===== src/sv/msp_pkg.sv =====
// Shared types and constants for the matrix saddle point finder.
// No dependencies; imported by every module of the block.
package msp_pkg;

    localparam int CFG_W       = 5;    // width of row_count / column_count
    localparam int APB_ADDR_W  = 3;
    localparam int APB_DATA_W  = 32;
    localparam int FIELD_W     = 32;   // element_value / point_value
    localparam int IDX_OUT_W   = 4;    // row_index / column_index
    localparam int MAX_RESULTS = 16;
    localparam int COUNT_RESET = 16;

    // register select, taken from paddr[2]
    localparam logic REG_ROW_COUNT    = 1'b0;
    localparam logic REG_COLUMN_COUNT = 1'b1;

    // control shared by every cell of a ring
    typedef struct packed {
        logic             shift;
        logic [CFG_W-1:0] len;
    } ring_ctl_t;

    function automatic logic [CFG_W-1:0] clamp_count(input logic [CFG_W-1:0] v,
                                                     input int max_dim);
        logic [CFG_W-1:0] r;
        r = v;
        if (v == '0)
            r = CFG_W'(1);
        else if (int'(v) > max_dim)
            r = CFG_W'(max_dim);
        return r;
    endfunction

endpackage


===== src/sv/matrix_saddle_point_finder.sv =====
// Top level of the matrix saddle point finder: APB registers, loader, walk control.
// Depends on msp_pkg, msp_col_cell and msp_row_cell.
//
//  channel   | ports                                         | handshake
//  ----------+-----------------------------------------------+----------------------------
//  item in   | element_value                                 | start && !busy
//  result    | found, row_index, column_index, point_value,  | strobe, one cycle, no stall
//            | last_of_run                                   |
//  config    | psel, penable, pwrite, paddr, pwdata, prdata  | APB, pready tied high
//
// Loading accepts one element per cycle while busy is low; the column ring rotates one cell per element.
// After the last element busy rises and the walk rotates the column ring to each row's
// minimum column; results leave through registered outputs.
// The final result (last_of_run) comes out in the cycle busy falls.
// Reset clears control and restores both counts; ring contents are written before use.
// The receiver cannot stall; results are dropped only if not sampled.
module matrix_saddle_point_finder #(
    parameter int MAX_DIM    = 16,
    parameter int VALUE_BITS = 32
) (
    input  logic                                clk,
    input  logic                                rst_n,
    input  logic                                psel,
    input  logic                                penable,
    input  logic                                pwrite,
    input  logic [msp_pkg::APB_ADDR_W-1:0]      paddr,
    input  logic [msp_pkg::APB_DATA_W-1:0]      pwdata,
    output logic [msp_pkg::APB_DATA_W-1:0]      prdata,
    output logic                                pready,
    input  logic                                start,
    output logic                                busy,
    input  logic signed [msp_pkg::FIELD_W-1:0]  element_value,
    output logic                                strobe,
    output logic                                found,
    output logic [msp_pkg::IDX_OUT_W-1:0]       row_index,
    output logic [msp_pkg::IDX_OUT_W-1:0]       column_index,
    output logic signed [msp_pkg::FIELD_W-1:0]  point_value,
    output logic                                last_of_run
);
    import msp_pkg::*;

    localparam int DIM_W = $clog2(MAX_DIM);
    localparam int CW    = ((DIM_W > CFG_W) ? DIM_W : CFG_W) + 1;
    localparam int RES_W = $clog2(MAX_RESULTS + 1);
    localparam logic [CFG_W-1:0] COUNT_INIT =
        CFG_W'((COUNT_RESET > MAX_DIM) ? MAX_DIM : COUNT_RESET);

    typedef enum logic [1:0] {
        S_LOAD,
        S_SEEK,
        S_FLUSH
    } state_t;

    // ---------------- registers ----------------
    state_t                        state_reg, state_next;
    logic [CFG_W-1:0]              row_count_reg, row_count_next;
    logic [CFG_W-1:0]              col_count_reg, col_count_next;
    logic [DIM_W-1:0]              load_row_reg, load_row_next;
    logic [DIM_W-1:0]              load_col_reg, load_col_next;
    logic signed [VALUE_BITS-1:0]  acc_val_reg, acc_val_next;
    logic [DIM_W-1:0]              acc_col_reg, acc_col_next;
    logic [DIM_W-1:0]              walk_row_reg, walk_row_next;
    logic                          pend_valid_reg, pend_valid_next;
    logic [DIM_W-1:0]              pend_row_reg, pend_row_next;
    logic [DIM_W-1:0]              pend_col_reg, pend_col_next;
    logic signed [VALUE_BITS-1:0]  pend_val_reg, pend_val_next;
    logic [RES_W-1:0]              hit_cnt_reg, hit_cnt_next;
    logic                          strobe_reg, strobe_next;
    logic                          found_reg, found_next;
    logic [DIM_W-1:0]              out_row_reg, out_row_next;
    logic [DIM_W-1:0]              out_col_reg, out_col_next;
    logic signed [VALUE_BITS-1:0]  out_val_reg, out_val_next;
    logic                          last_reg, last_next;

    // ---------------- ring wiring ----------------
    logic signed [VALUE_BITS-1:0] c_max [MAX_DIM];
    logic        [DIM_W-1:0]      c_row [MAX_DIM];
    logic        [DIM_W-1:0]      c_tag [MAX_DIM];
    logic signed [VALUE_BITS-1:0] r_min [MAX_DIM];
    logic        [DIM_W-1:0]      r_col [MAX_DIM];

    ring_ctl_t                    col_ctl, row_ctl;
    logic signed [VALUE_BITS-1:0] col_wrap_max, row_wrap_min;
    logic        [DIM_W-1:0]      col_wrap_row, col_wrap_tag, row_wrap_col;

    logic                         cfg_wr, accept;
    logic signed [VALUE_BITS-1:0] v_in;
    logic                         row_upd, col_upd, last_col, last_row;
    logic signed [VALUE_BITS-1:0] new_min;
    logic [DIM_W-1:0]             new_min_col;
    logic                         match, hit, walk_last;
    logic [RES_W-1:0]             hit_cnt_inc;

    assign cfg_wr = psel && penable && pwrite && pready;
    assign accept = start && !busy;
    assign busy   = (state_reg != S_LOAD);
    assign pready = 1'b1;

    // wider VALUE_BITS zero-extends the 32-bit field, narrower keeps only its low bits
    assign v_in = VALUE_BITS'($unsigned(element_value));

    always_comb
    begin
        unique case (paddr[2])
            REG_ROW_COUNT:    prdata = APB_DATA_W'(row_count_reg);
            REG_COLUMN_COUNT: prdata = APB_DATA_W'(col_count_reg);
            default:          prdata = '0;
        endcase
    end

    // ---------------- loader datapath ----------------
    assign row_upd     = (load_col_reg == '0) || (v_in < acc_val_reg);
    assign new_min     = row_upd ? v_in : acc_val_reg;
    assign new_min_col = row_upd ? load_col_reg : acc_col_reg;
    assign col_upd     = (load_row_reg == '0) || (c_max[0] < v_in);
    assign last_col    = (CW'(load_col_reg) + CW'(1)) >= CW'(col_count_reg);
    assign last_row    = (CW'(load_row_reg) + CW'(1)) >= CW'(row_count_reg);

    // ---------------- walk datapath ----------------
    assign match       = (c_tag[0] == r_col[0]);
    assign hit         = match && (c_row[0] == walk_row_reg);
    assign walk_last   = (CW'(walk_row_reg) + CW'(1)) >= CW'(row_count_reg);
    assign hit_cnt_inc = hit_cnt_reg + RES_W'(1);

    always_comb
    begin
        col_ctl.len   = col_count_reg;
        row_ctl.len   = row_count_reg;
        col_ctl.shift = 1'b0;
        row_ctl.shift = 1'b0;
        if (state_reg == S_LOAD)
        begin
            col_ctl.shift = accept;
            row_ctl.shift = accept && last_col;
            col_wrap_max  = col_upd ? v_in : c_max[0];
            col_wrap_row  = col_upd ? load_row_reg : c_row[0];
            col_wrap_tag  = load_col_reg;
            row_wrap_min  = new_min;
            row_wrap_col  = new_min_col;
        end
        else
        begin
            col_ctl.shift = (state_reg == S_SEEK) && !match;
            row_ctl.shift = (state_reg == S_SEEK) && match;
            col_wrap_max  = c_max[0];
            col_wrap_row  = c_row[0];
            col_wrap_tag  = c_tag[0];
            row_wrap_min  = r_min[0];
            row_wrap_col  = r_col[0];
        end
    end

    genvar k;
    generate
        for (k = 0; k < MAX_DIM; k++)
        begin : g_ring
            if (k < MAX_DIM - 1)
            begin : g_inner
                msp_col_cell #(.POS(k), .VALUE_BITS(VALUE_BITS), .DIM_W(DIM_W)) u_col (
                    .clk      (clk),
                    .ctl      (col_ctl),
                    .wrap_max (col_wrap_max),
                    .wrap_row (col_wrap_row),
                    .wrap_tag (col_wrap_tag),
                    .nb_max   (c_max[k+1]),
                    .nb_row   (c_row[k+1]),
                    .nb_tag   (c_tag[k+1]),
                    .max_val  (c_max[k]),
                    .max_row  (c_row[k]),
                    .tag      (c_tag[k])
                );
                msp_row_cell #(.POS(k), .VALUE_BITS(VALUE_BITS), .DIM_W(DIM_W)) u_row (
                    .clk      (clk),
                    .ctl      (row_ctl),
                    .wrap_min (row_wrap_min),
                    .wrap_col (row_wrap_col),
                    .nb_min   (r_min[k+1]),
                    .nb_col   (r_col[k+1]),
                    .min_val  (r_min[k]),
                    .min_col  (r_col[k])
                );
            end
            else
            begin : g_end
                // last cell has no right neighbor; it only ever takes the wrap
                msp_col_cell #(.POS(k), .VALUE_BITS(VALUE_BITS), .DIM_W(DIM_W)) u_col (
                    .clk      (clk),
                    .ctl      (col_ctl),
                    .wrap_max (col_wrap_max),
                    .wrap_row (col_wrap_row),
                    .wrap_tag (col_wrap_tag),
                    .nb_max   (col_wrap_max),
                    .nb_row   (col_wrap_row),
                    .nb_tag   (col_wrap_tag),
                    .max_val  (c_max[k]),
                    .max_row  (c_row[k]),
                    .tag      (c_tag[k])
                );
                msp_row_cell #(.POS(k), .VALUE_BITS(VALUE_BITS), .DIM_W(DIM_W)) u_row (
                    .clk      (clk),
                    .ctl      (row_ctl),
                    .wrap_min (row_wrap_min),
                    .wrap_col (row_wrap_col),
                    .nb_min   (row_wrap_min),
                    .nb_col   (row_wrap_col),
                    .min_val  (r_min[k]),
                    .min_col  (r_col[k])
                );
            end
        end
    endgenerate

    // ---------------- control ----------------
    always_comb
    begin
        state_next      = state_reg;
        row_count_next  = row_count_reg;
        col_count_next  = col_count_reg;
        load_row_next   = load_row_reg;
        load_col_next   = load_col_reg;
        acc_val_next    = acc_val_reg;
        acc_col_next    = acc_col_reg;
        walk_row_next   = walk_row_reg;
        pend_valid_next = pend_valid_reg;
        pend_row_next   = pend_row_reg;
        pend_col_next   = pend_col_reg;
        pend_val_next   = pend_val_reg;
        hit_cnt_next    = hit_cnt_reg;
        strobe_next     = 1'b0;
        found_next      = found_reg;
        out_row_next    = out_row_reg;
        out_col_next    = out_col_reg;
        out_val_next    = out_val_reg;
        last_next       = last_reg;

        unique case (state_reg)
            S_LOAD:
            begin
                if (cfg_wr)
                begin
                    unique case (paddr[2])
                        REG_ROW_COUNT:    row_count_next = clamp_count(pwdata[CFG_W-1:0], MAX_DIM);
                        REG_COLUMN_COUNT: col_count_next = clamp_count(pwdata[CFG_W-1:0], MAX_DIM);
                        default:          row_count_next = row_count_reg;
                    endcase
                    load_row_next = '0;
                    load_col_next = '0;
                end
                else if (accept)
                begin
                    acc_val_next = new_min;
                    acc_col_next = new_min_col;
                    if (!last_col)
                        load_col_next = load_col_reg + DIM_W'(1);
                    else
                    begin
                        load_col_next = '0;
                        if (!last_row)
                            load_row_next = load_row_reg + DIM_W'(1);
                        else
                        begin
                            load_row_next = '0;
                            walk_row_next = '0;
                            state_next    = S_SEEK;
                        end
                    end
                end
            end

            S_SEEK:
            begin
                // a found point is held back until the next hit or the flush so last_of_run is known on output
                if (hit)
                begin
                    if (pend_valid_reg)
                    begin
                        strobe_next  = 1'b1;
                        found_next   = 1'b1;
                        out_row_next = pend_row_reg;
                        out_col_next = pend_col_reg;
                        out_val_next = pend_val_reg;
                        last_next    = 1'b0;
                    end
                    pend_valid_next = 1'b1;
                    pend_row_next   = walk_row_reg;
                    pend_col_next   = r_col[0];
                    pend_val_next   = r_min[0];
                    hit_cnt_next    = hit_cnt_inc;
                end
                if (match)
                begin
                    walk_row_next = walk_row_reg + DIM_W'(1);
                    if (walk_last || (hit && (int'(hit_cnt_inc) >= MAX_RESULTS)))
                        state_next = S_FLUSH;
                end
            end

            S_FLUSH:
            begin
                strobe_next = 1'b1;
                last_next   = 1'b1;
                if (pend_valid_reg)
                begin
                    found_next   = 1'b1;
                    out_row_next = pend_row_reg;
                    out_col_next = pend_col_reg;
                    out_val_next = pend_val_reg;
                end
                else
                begin
                    found_next   = 1'b0;
                    out_row_next = '0;
                    out_col_next = '0;
                    out_val_next = '0;
                end
                pend_valid_next = 1'b0;
                hit_cnt_next    = '0;
                state_next      = S_LOAD;
            end

            default:
            begin
                state_next = S_LOAD;
            end
        endcase
    end

    always_ff @(posedge clk or negedge rst_n)
    begin
        if (!rst_n)
        begin
            state_reg      <= S_LOAD;
            row_count_reg  <= COUNT_INIT;
            col_count_reg  <= COUNT_INIT;
            load_row_reg   <= '0;
            load_col_reg   <= '0;
            acc_val_reg    <= '0;
            acc_col_reg    <= '0;
            walk_row_reg   <= '0;
            pend_valid_reg <= 1'b0;
            pend_row_reg   <= '0;
            pend_col_reg   <= '0;
            pend_val_reg   <= '0;
            hit_cnt_reg    <= '0;
            strobe_reg     <= 1'b0;
            found_reg      <= 1'b0;
            out_row_reg    <= '0;
            out_col_reg    <= '0;
            out_val_reg    <= '0;
            last_reg       <= 1'b0;
        end
        else
        begin
            state_reg      <= state_next;
            row_count_reg  <= row_count_next;
            col_count_reg  <= col_count_next;
            load_row_reg   <= load_row_next;
            load_col_reg   <= load_col_next;
            acc_val_reg    <= acc_val_next;
            acc_col_reg    <= acc_col_next;
            walk_row_reg   <= walk_row_next;
            pend_valid_reg <= pend_valid_next;
            pend_row_reg   <= pend_row_next;
            pend_col_reg   <= pend_col_next;
            pend_val_reg   <= pend_val_next;
            hit_cnt_reg    <= hit_cnt_next;
            strobe_reg     <= strobe_next;
            found_reg      <= found_next;
            out_row_reg    <= out_row_next;
            out_col_reg    <= out_col_next;
            out_val_reg    <= out_val_next;
            last_reg       <= last_next;
        end
    end

    assign strobe       = strobe_reg;
    assign found        = found_reg;
    assign row_index    = IDX_OUT_W'(out_row_reg);
    assign column_index = IDX_OUT_W'(out_col_reg);
    assign point_value  = FIELD_W'(out_val_reg);
    assign last_of_run  = last_reg;

    // ---------------- assertions ----------------
    a_last_ends_walk: assert property (@(posedge clk) disable iff (!rst_n)
        strobe && last_of_run |-> !busy)
        else $error("walk still busy after final result");

    a_fall_with_last: assert property (@(posedge clk) disable iff (!rst_n)
        $fell(busy) |-> strobe && last_of_run)
        else $error("walk ended without a final result");

    a_not_found_last: assert property (@(posedge clk) disable iff (!rst_n)
        strobe && !found |-> last_of_run)
        else $error("not-found result not marked last");

    a_no_idle_result: assert property (@(posedge clk) disable iff (!rst_n)
        strobe |-> busy || last_of_run)
        else $error("result issued outside a walk");

endmodule


===== src/sv/msp_col_cell.sv =====
// One cell of the column ring: running maximum, its row, and the column tag.
// Depends on msp_pkg (ring_ctl_t).
module msp_col_cell #(
    parameter int POS        = 0,
    parameter int VALUE_BITS = 32,
    parameter int DIM_W      = 4
) (
    input  logic                         clk,
    input  msp_pkg::ring_ctl_t           ctl,
    input  logic signed [VALUE_BITS-1:0] wrap_max,
    input  logic        [DIM_W-1:0]      wrap_row,
    input  logic        [DIM_W-1:0]      wrap_tag,
    input  logic signed [VALUE_BITS-1:0] nb_max,
    input  logic        [DIM_W-1:0]      nb_row,
    input  logic        [DIM_W-1:0]      nb_tag,
    output logic signed [VALUE_BITS-1:0] max_val,
    output logic        [DIM_W-1:0]      max_row,
    output logic        [DIM_W-1:0]      tag
);
    import msp_pkg::*;

    logic signed [VALUE_BITS-1:0] max_reg, max_next;
    logic        [DIM_W-1:0]      row_reg, row_next;
    logic        [DIM_W-1:0]      tag_reg, tag_next;

    always_comb
    begin
        max_next = max_reg;
        row_next = row_reg;
        tag_next = tag_reg;
        if (ctl.shift)
        begin
            // the cell at the ring's end takes the wrapped item, inner cells
            // take their right neighbor, cells past the ring hold
            if (POS == int'(ctl.len) - 1)
            begin
                max_next = wrap_max;
                row_next = wrap_row;
                tag_next = wrap_tag;
            end
            else if (POS < int'(ctl.len) - 1)
            begin
                max_next = nb_max;
                row_next = nb_row;
                tag_next = nb_tag;
            end
        end
    end

    always_ff @(posedge clk)
    begin
        max_reg <= max_next;
        row_reg <= row_next;
        tag_reg <= tag_next;
    end

    assign max_val = max_reg;
    assign max_row = row_reg;
    assign tag     = tag_reg;

endmodule


===== src/sv/msp_row_cell.sv =====
// One cell of the row ring: a row's minimum and the column where it first occurs.
// Depends on msp_pkg (ring_ctl_t).
module msp_row_cell #(
    parameter int POS        = 0,
    parameter int VALUE_BITS = 32,
    parameter int DIM_W      = 4
) (
    input  logic                         clk,
    input  msp_pkg::ring_ctl_t           ctl,
    input  logic signed [VALUE_BITS-1:0] wrap_min,
    input  logic        [DIM_W-1:0]      wrap_col,
    input  logic signed [VALUE_BITS-1:0] nb_min,
    input  logic        [DIM_W-1:0]      nb_col,
    output logic signed [VALUE_BITS-1:0] min_val,
    output logic        [DIM_W-1:0]      min_col
);
    import msp_pkg::*;

    logic signed [VALUE_BITS-1:0] min_reg, min_next;
    logic        [DIM_W-1:0]      col_reg, col_next;

    always_comb
    begin
        min_next = min_reg;
        col_next = col_reg;
        if (ctl.shift)
        begin
            if (POS == int'(ctl.len) - 1)
            begin
                min_next = wrap_min;
                col_next = wrap_col;
            end
            else if (POS < int'(ctl.len) - 1)
            begin
                min_next = nb_min;
                col_next = nb_col;
            end
        end
    end

    always_ff @(posedge clk)
    begin
        min_reg <= min_next;
        col_reg <= col_next;
    end

    assign min_val = min_reg;
    assign min_col = col_reg;

endmodule


===== config.mk =====
export PLATFORM = sky130hd
export DESIGN_NAME = matrix_saddle_point_finder
export DESIGN_NICKNAME = d
export VERILOG_FILES = /design/src/sv/msp_pkg.sv /design/src/sv/matrix_saddle_point_finder.sv /design/src/sv/msp_col_cell.sv /design/src/sv/msp_row_cell.sv
export SDC_FILE = /design/constraint.sdc
export NUM_CORES = 2
export LEC_CHECK = 0
export ABC_AREA = 1
export CORE_MARGIN = 4
export CORE_UTILIZATION = 45
export DETAILED_ROUTE_END_ITERATION = 7
export DONT_BUFFER_PORTS = 1
export GPL_ROUTABILITY_DRIVEN = 0
export HOLD_SLACK_MARGIN = 0.08
export PLACE_DENSITY = 0.61
export SLEW_MARGIN = 0
export SYNTH_ARGS = -nofsm -noshare
export SYNTH_HDL_FRONTEND = slang
export SYNTH_SLANG_ARGS = --single-unit

===== constraint.sdc =====
create_clock -name clk -period 9.53 [get_ports clk]
set_input_delay 1.906 -clock clk [delete_from_list [all_inputs] [get_ports clk]]
set_output_delay 1.906 -clock clk [all_outputs]
set_load 0.01 [all_outputs]

### Word level (Yosys, flattened, before mapping)

Cells that the tools add are included.

* output and inout bits: 77
* logic and storage cells: 508
* input port bits: 73
* bits in registers: 1365

* bitwise gates (word level): 2
* $lt $le $gt $ge: 39
* add/sub/neg operators: 9
* muxes and demuxes: 219
* eq/ne operators: 42
* reductions and logical operators: 98

Operators by type and width (number)
* $mux W32: 71
* $mux W4: 119
* $pmux W32 S2: 2
* $eq A5 B6 Y1 const A: 16
* $lt A5 B6 Y1 const A: 16
* $reduce_bool A2 Y1: 37
* $reduce_and A2 Y1: 35
* $logic_not A32 Y1: 2
* $lt A32 B32 Y1: 2
* $eq A4 B6 Y1 const A: 8
* $lt A4 B6 Y1 const A: 8
* $eq A3 B6 Y1 const A: 4
* $lt A3 B6 Y1 const A: 4
* $pmux W4 S2: 3
* $add A4 B1 Y5 const B: 3
* $ge A5 B5 Y1: 3
* $mux W5: 3
* $reduce_and A3 Y1: 5
* $ne A2 B2 Y1 const B: 7
* $add A4 B1 Y4 const B: 3
* $eq A2 B6 Y1 const A: 2
* $lt A1 B6 Y1 const A: 2
* $lt A2 B6 Y1 const A: 2
* $mux W2: 6
* 20 further kinds: 46

### Longest topological paths before layout

* word-level depth: 7
* mapped depth: 20
* mapped depth without buffers: 18

### Cells and area by module

Synthesis repeated with hierarchy kept, for this count alone.

* cells, all modules: 7115
* area, all modules: 69021.2 um2

By module, submodules not included
* matrix_saddle_point_finder: area an instance 9962.1 um2, seq. area each 3731.1 um2, cells each 1395, instances 1
* msp_col_cell at g_ring[9].g_inner.u_col: area an instance 2103.3 um2, seq. area each 1201.2 um2, cells each 196, instances 1
* msp_col_cell at g_ring[7].g_inner.u_col: area an instance 2093.3 um2, seq. area each 1201.2 um2, cells each 210, instances 1
* msp_col_cell at g_ring[15].g_end.u_col: area an instance 2000.7 um2, seq. area each 1201.2 um2, cells each 184, instances 1
* msp_col_cell at g_ring[13].g_inner.u_col: area an instance 1975.6 um2, seq. area each 1201.2 um2, cells each 199, instances 1
* msp_col_cell at g_ring[1].g_inner.u_col: area an instance 1969.4 um2, seq. area each 1201.2 um2, cells each 200, instances 1
* msp_row_cell at g_ring[7].g_inner.u_row: area an instance 1963.1 um2, seq. area each 1081.0 um2, cells each 188, instances 1
* msp_row_cell at g_ring[9].g_inner.u_row: area an instance 1930.6 um2, seq. area each 1081.0 um2, cells each 182, instances 1
* msp_col_cell at g_ring[4].g_inner.u_col: area an instance 1923.1 um2, seq. area each 1201.2 um2, cells each 185, instances 1
* msp_col_cell at g_ring[8].g_inner.u_col: area an instance 1923.1 um2, seq. area each 1201.2 um2, cells each 188, instances 1
* msp_col_cell at g_ring[2].g_inner.u_col: area an instance 1919.3 um2, seq. area each 1201.2 um2, cells each 184, instances 1
* msp_col_cell at g_ring[0].g_inner.u_col: area an instance 1873.0 um2, seq. area each 1201.2 um2, cells each 183, instances 1
* msp_col_cell at g_ring[12].g_inner.u_col: area an instance 1863.0 um2, seq. area each 1201.2 um2, cells each 180, instances 1
* msp_row_cell at g_ring[1].g_inner.u_row: area an instance 1863.0 um2, seq. area each 1081.0 um2, cells each 180, instances 1
* 19 more rows

### Least setup slack after synthesis

OpenSTA, ideal clock, no wires.

* path kind: in2reg
* start: input start
* end: register g_ring[5].g_inner.u_row.col_reg[0] (enable)
* setup time: 0.495 ns
* data required time: 9.035 ns
* path buffers: 0
* setup slack: 3.748 ns
* stages: 6
* arrival: 5.286 ns
* path through: nand2_1 -> inv_1 -> nand2_1 -> nand2_1 -> clkinv_1 -> a311oi_1

* word-level cells in the longest chain between the ends: 4

RTL lines
* start, declared: RTL line matrix_saddle_point_finder.sv:30 `input logic start,`
* $logic_and A1 B1 Y1: RTL line matrix_saddle_point_finder.sv:95 `assign accept = start && !busy;`
* $logic_and A1 B1 Y1: RTL line matrix_saddle_point_finder.sv:134 `row_ctl.shift = accept && last_col;`
* $mux W1: RTL line matrix_saddle_point_finder.sv:131 `if (state_reg == S_LOAD)`
* $reduce_and A2 Y1 (no line)
* end signal, assigned: RTL line msp_row_cell.sv:44 `col_reg <= col_next;`
* end, declared: RTL line msp_row_cell.sv:20 `logic [DIM_W-1:0] col_reg, col_next;`

No other way between the ends.
A chain may end at the register's enable or synchronous reset.

### Worst setup path after layout

* start: register load_col_reg[0]
* end: register g_ring[1].g_inner.u_row.min_reg[23] (enable)

* word-level cells in the longest chain between the ends: 5

RTL lines
* start, declared: RTL line matrix_saddle_point_finder.sv:59 `logic [DIM_W-1:0] load_col_reg, load_col_next;`
* start signal, assigned: RTL line matrix_saddle_point_finder.sv:358 `load_col_reg <= load_col_next;`
* $add A4 B1 Y5: RTL line matrix_saddle_point_finder.sv:116 `assign last_col = (CW'(load_col_reg) + CW'(1)) >= CW'(col_count_reg);`
* $ge A5 B5 Y1: RTL line matrix_saddle_point_finder.sv:116
* $logic_and A1 B1 Y1: RTL line matrix_saddle_point_finder.sv:134
* $mux W1: RTL line matrix_saddle_point_finder.sv:131
* $reduce_and A2 Y1 (no line)
* end signal, assigned: RTL line msp_row_cell.sv:43 `min_reg <= min_next;`
* end, declared: RTL line msp_row_cell.sv:19 `logic signed [VALUE_BITS-1:0] min_reg, min_next;`

No other way between the ends.

==> impl_metrics.py <==
metrics = {
    "status": {
        "status": "complete, no violations",
    },
    "flow_run": {
        "maxCapViolCount": 0,
    },
    "yosys": {
        "synthFlopType": "edfxtp_1",
        "yosysUniqueCellTypes": 43,
        "async_flop_share": 0.1092,
        "syn_avg_cell_area_um2": 9.740,
        "yosys-top-cells-count": "nand2_1, nand3_1, edfxtp_1",
        "netlist_top_cells_area": "edfxtp_1, nand2_1, nand3_1",
        "yosys_warnings": 0,
        "synth_top_cell_by_area": "edfxtp_1",
        "synth_seq_cells": 1365,
        "synth_top_area_frac": 0.5733,
        "yosysSeqAreaShare": 0.6319,
        "syn_inst": 6539,
        "synth_edf_count": 1216,
        "synthMostInstantiatedCell": "nand2_1",
        "syn_area_mm2": 0.06369,
    },
    "timing": {
        "fin_crit_ns": 5.188,
        "max_slew_margin": 0.2464,
        "tightest_slew_ns": 1.129,
        "tns_ns": 0,
        "finalMaxSlewViolations": 0,
        "hold_viol": 0,
        "fmax_mhz": 192.7,
        "rsz0062_at_grt": "no",
        "setup_viol_count_final": 0,
        "fin_skew_ns": 0.02066,
        "period_share": 0.5444,
    },
    "clock_tree": {
        "cts_buffers": 143,
        "h-tree-depth": 4,
        "clk_latency_ns": 0.78,
        "cts_num_sinks": 1365,
        "hold_buffers": 0,
        "cts_tree": "yes",
        "clk_pin_slew_ns": 0.06,
        "cts_setup_buffers": 0,
        "root_buffer": "clkbuf_16",
        "clock_path_buffers": 3,
        "cts.repair.resized": 0,
    },
    "min_path": {
        "hold_class": "flop to flop",
        "worstHoldStart": "pend_val_reg[10]$_DFFE_PN0P_",
        "hold_end": "pend_val_reg[10]$_DFFE_PN0P_",
        "holdPathStages": 2,
    },
    "floorplanning": {
        "fp.dieH_um": 384.2,
        "fp.dieArea_mm2": 0.1476,
        "core-area_mm2": 0.1400,
        "rows": 137,
        "die_w_um": 384.2,
        "ios": 150,
        "start_util": 0.4548,
    },
    "layout": {
        "syn2layout_area_growth_pct": 9.120,
        "fin_nets": 6530,
        "fin_util": 0.4962,
        "fin_cells": 8345,
        "drive_above_1_share": 0.06758,
    },
    "critical_path": {
        "r2r_cells": 13,
        "worst_ep_required_time_ns": 9.94,
        "crit_path_end_kind": "flop",
        "path_max_fanout": 37,
        "reg2reg_from": "load_col_reg[0]$_DFFE_PN0P_",
        "critPathLaunchType": "flop",
        "r2r_slack_ns": 4.34,
        "worst_r2r_endpoint": "g_ring[1].g_inner.u_row.min_val[23]$_DFFE_PP_",
        "worstSetupPathType": "flop to flop",
        "worstPathArrival_ns": 5.60,
    },
    "place": {
        "placed_cells": 8092,
        "hpwlAfterDp_um": 105600,
        "port_buffers": 0,
    },
    "routing": {
        "ant_nets": 0,
        "dr.pass1.iters": 6,
        "drt_iter0_drc": 4791,
        "wire_per_inst_um": 22.18,
        "dr_total_vias": 47500,
        "viasPerCell": 5.692,
        "drc_errors": 0,
        "wirelength_um": 185100,
    },
    "pwr": {
        "p_leak_nw": 29.30,
        "power_density_mw_per_mm2": 410.8,
        "peakVddDrop_uv": 457.6,
    },
    "global_routing": {
        "grt_max_degree": 150,
        "grt_pass1_wl_um": 278400,
        "grt_pass1_vias": 44580,
        "antenna_found_initial": 3,
        "track_usage": 0.2469,
        "grt-ovfl-total": 0,
    },
}
layout make-up:
class	count	area (um^2)
multi-input cells	4483	20820
fillers	12940	70550
flip-flops and latches	1365	40250
clock inverters	55	461.7
diodes	3	7.507
well taps	1876	2347
repair buffers	93	698.2
clock buffers	195	3889
inverters	275	1032
routing by layer:
metal,global-route usage,vias to the layer above,part of all wire,wire (um)
met1,0.3257,23430,0.41,75340
li1,-,21740,-,-
met4,0.08410,4,0.032,5897
met2,0.4151,1976,0.48,89140
met3,0.04009,351,0.079,14660
met5,0,-,0.00018,33
layout by cell type (no fill, tap or decap), types with 37 or more instances in the layout:
cell / Yosys / routed
a21oi_1: 54 / 40
nand3_1: 1228 / 1228
clkbuf_1: 224 / 45
inv_2: 33 / 37
a31oi_1: 40 / 38
nand2_1: 2533 / 2527
dfrtp_1: 147 / 147
o21ai_0: 147 / 143
inv_1: 233 / 228
edfxtp_1: 1216 / 1216
clkbuf_16: 0 / 147
ha_1: 96 / 95
and2_1: 72 / 72
nor2_1: 99 / 89
nand4_1: 42 / 42
buf_4: 66 / 93
critical path, cell delays in order, from the launching register on:
cell	delay, ns
dfrtp_1	0.52
inv_1	0.13
ha_1	0.34
ha_1	0.30
nand2_1	0.06
o311ai_0	0.61
nand2_1	0.16
nand2_1	0.29
clkinv_1	0.64
nor2_4	0.26
buf_4	0.63
o31ai_1	0.18
inv_1	0.09
buf_4	0.57
how the worst max path moves through the flow:
| stage | from | endpoint | slack (ns) | depth (start not counted) |
|---|---|---|---|---|
| after floorplan | start | g_ring[5].g_inner.u_row.min_col[0]$_DFFE_PP_ | 3.75 | 6 |
| after global placement | element_value[19] | g_ring[15].g_end.u_row.min_val[0]$_DFFE_PP_ | 3.74 | 13 |
| after detailed placement | element_value[19] | g_ring[15].g_end.u_row.min_val[0]$_DFFE_PP_ | 3.81 | 13 |
| after CTS | load_col_reg[0]$_DFFE_PN0P_ | g_ring[1].g_inner.u_row.min_val[23]$_DFFE_PP_ | 4.36 | 13 |
| after global routing | load_col_reg[0]$_DFFE_PN0P_ | g_ring[1].g_inner.u_row.min_val[15]$_DFFE_PP_ | 4.06 | 13 |
| final | load_col_reg[0]$_DFFE_PN0P_ | g_ring[1].g_inner.u_row.min_val[23]$_DFFE_PP_ | 4.34 | 13 |
report_power, final:
part	total [W]	internal, W	leakage, nW	switching [W]
sequential	0.0118	0.0109	13.2	0.000828
combinational	0.0114	0.00267	14.0	0.00874
clock	0.00539	0.00304	2.12	0.00235
total	0.0286	0.0166	29.3	0.0119
stage by stage:
step	total power [W]	instance area, um^2	hold WS [ns]	setup slack [ns]
floorplan	0.01941	63790	0.4537	3.748
global placement	0.02282	65140	0.4708	3.735
detailed placement	0.02316	65140	0.4745	3.812
CTS	0.02859	69490	0.4892	4.360
global route	0.03024	69490	0.5011	4.061
finish	0.02855	69500	0.4856	4.342
cells by family (layout without fill, tap and decap cells):
group,Yosys count,count (layout),synth area share
AND/OR/NAND/NOR,4069,4069,0.2745
flip-flops,1365,1365,0.6319
buffers and inverters,717,618,0.04919
AO/OA/AOI/OAI,271,271,0.02277
adder cells (fa/ha/maj),96,96,0.01886
XOR/XNOR,19,19,0.002613
other,2,31,0.0001179
Note: power is estimated with default switching activity, not from simulation.
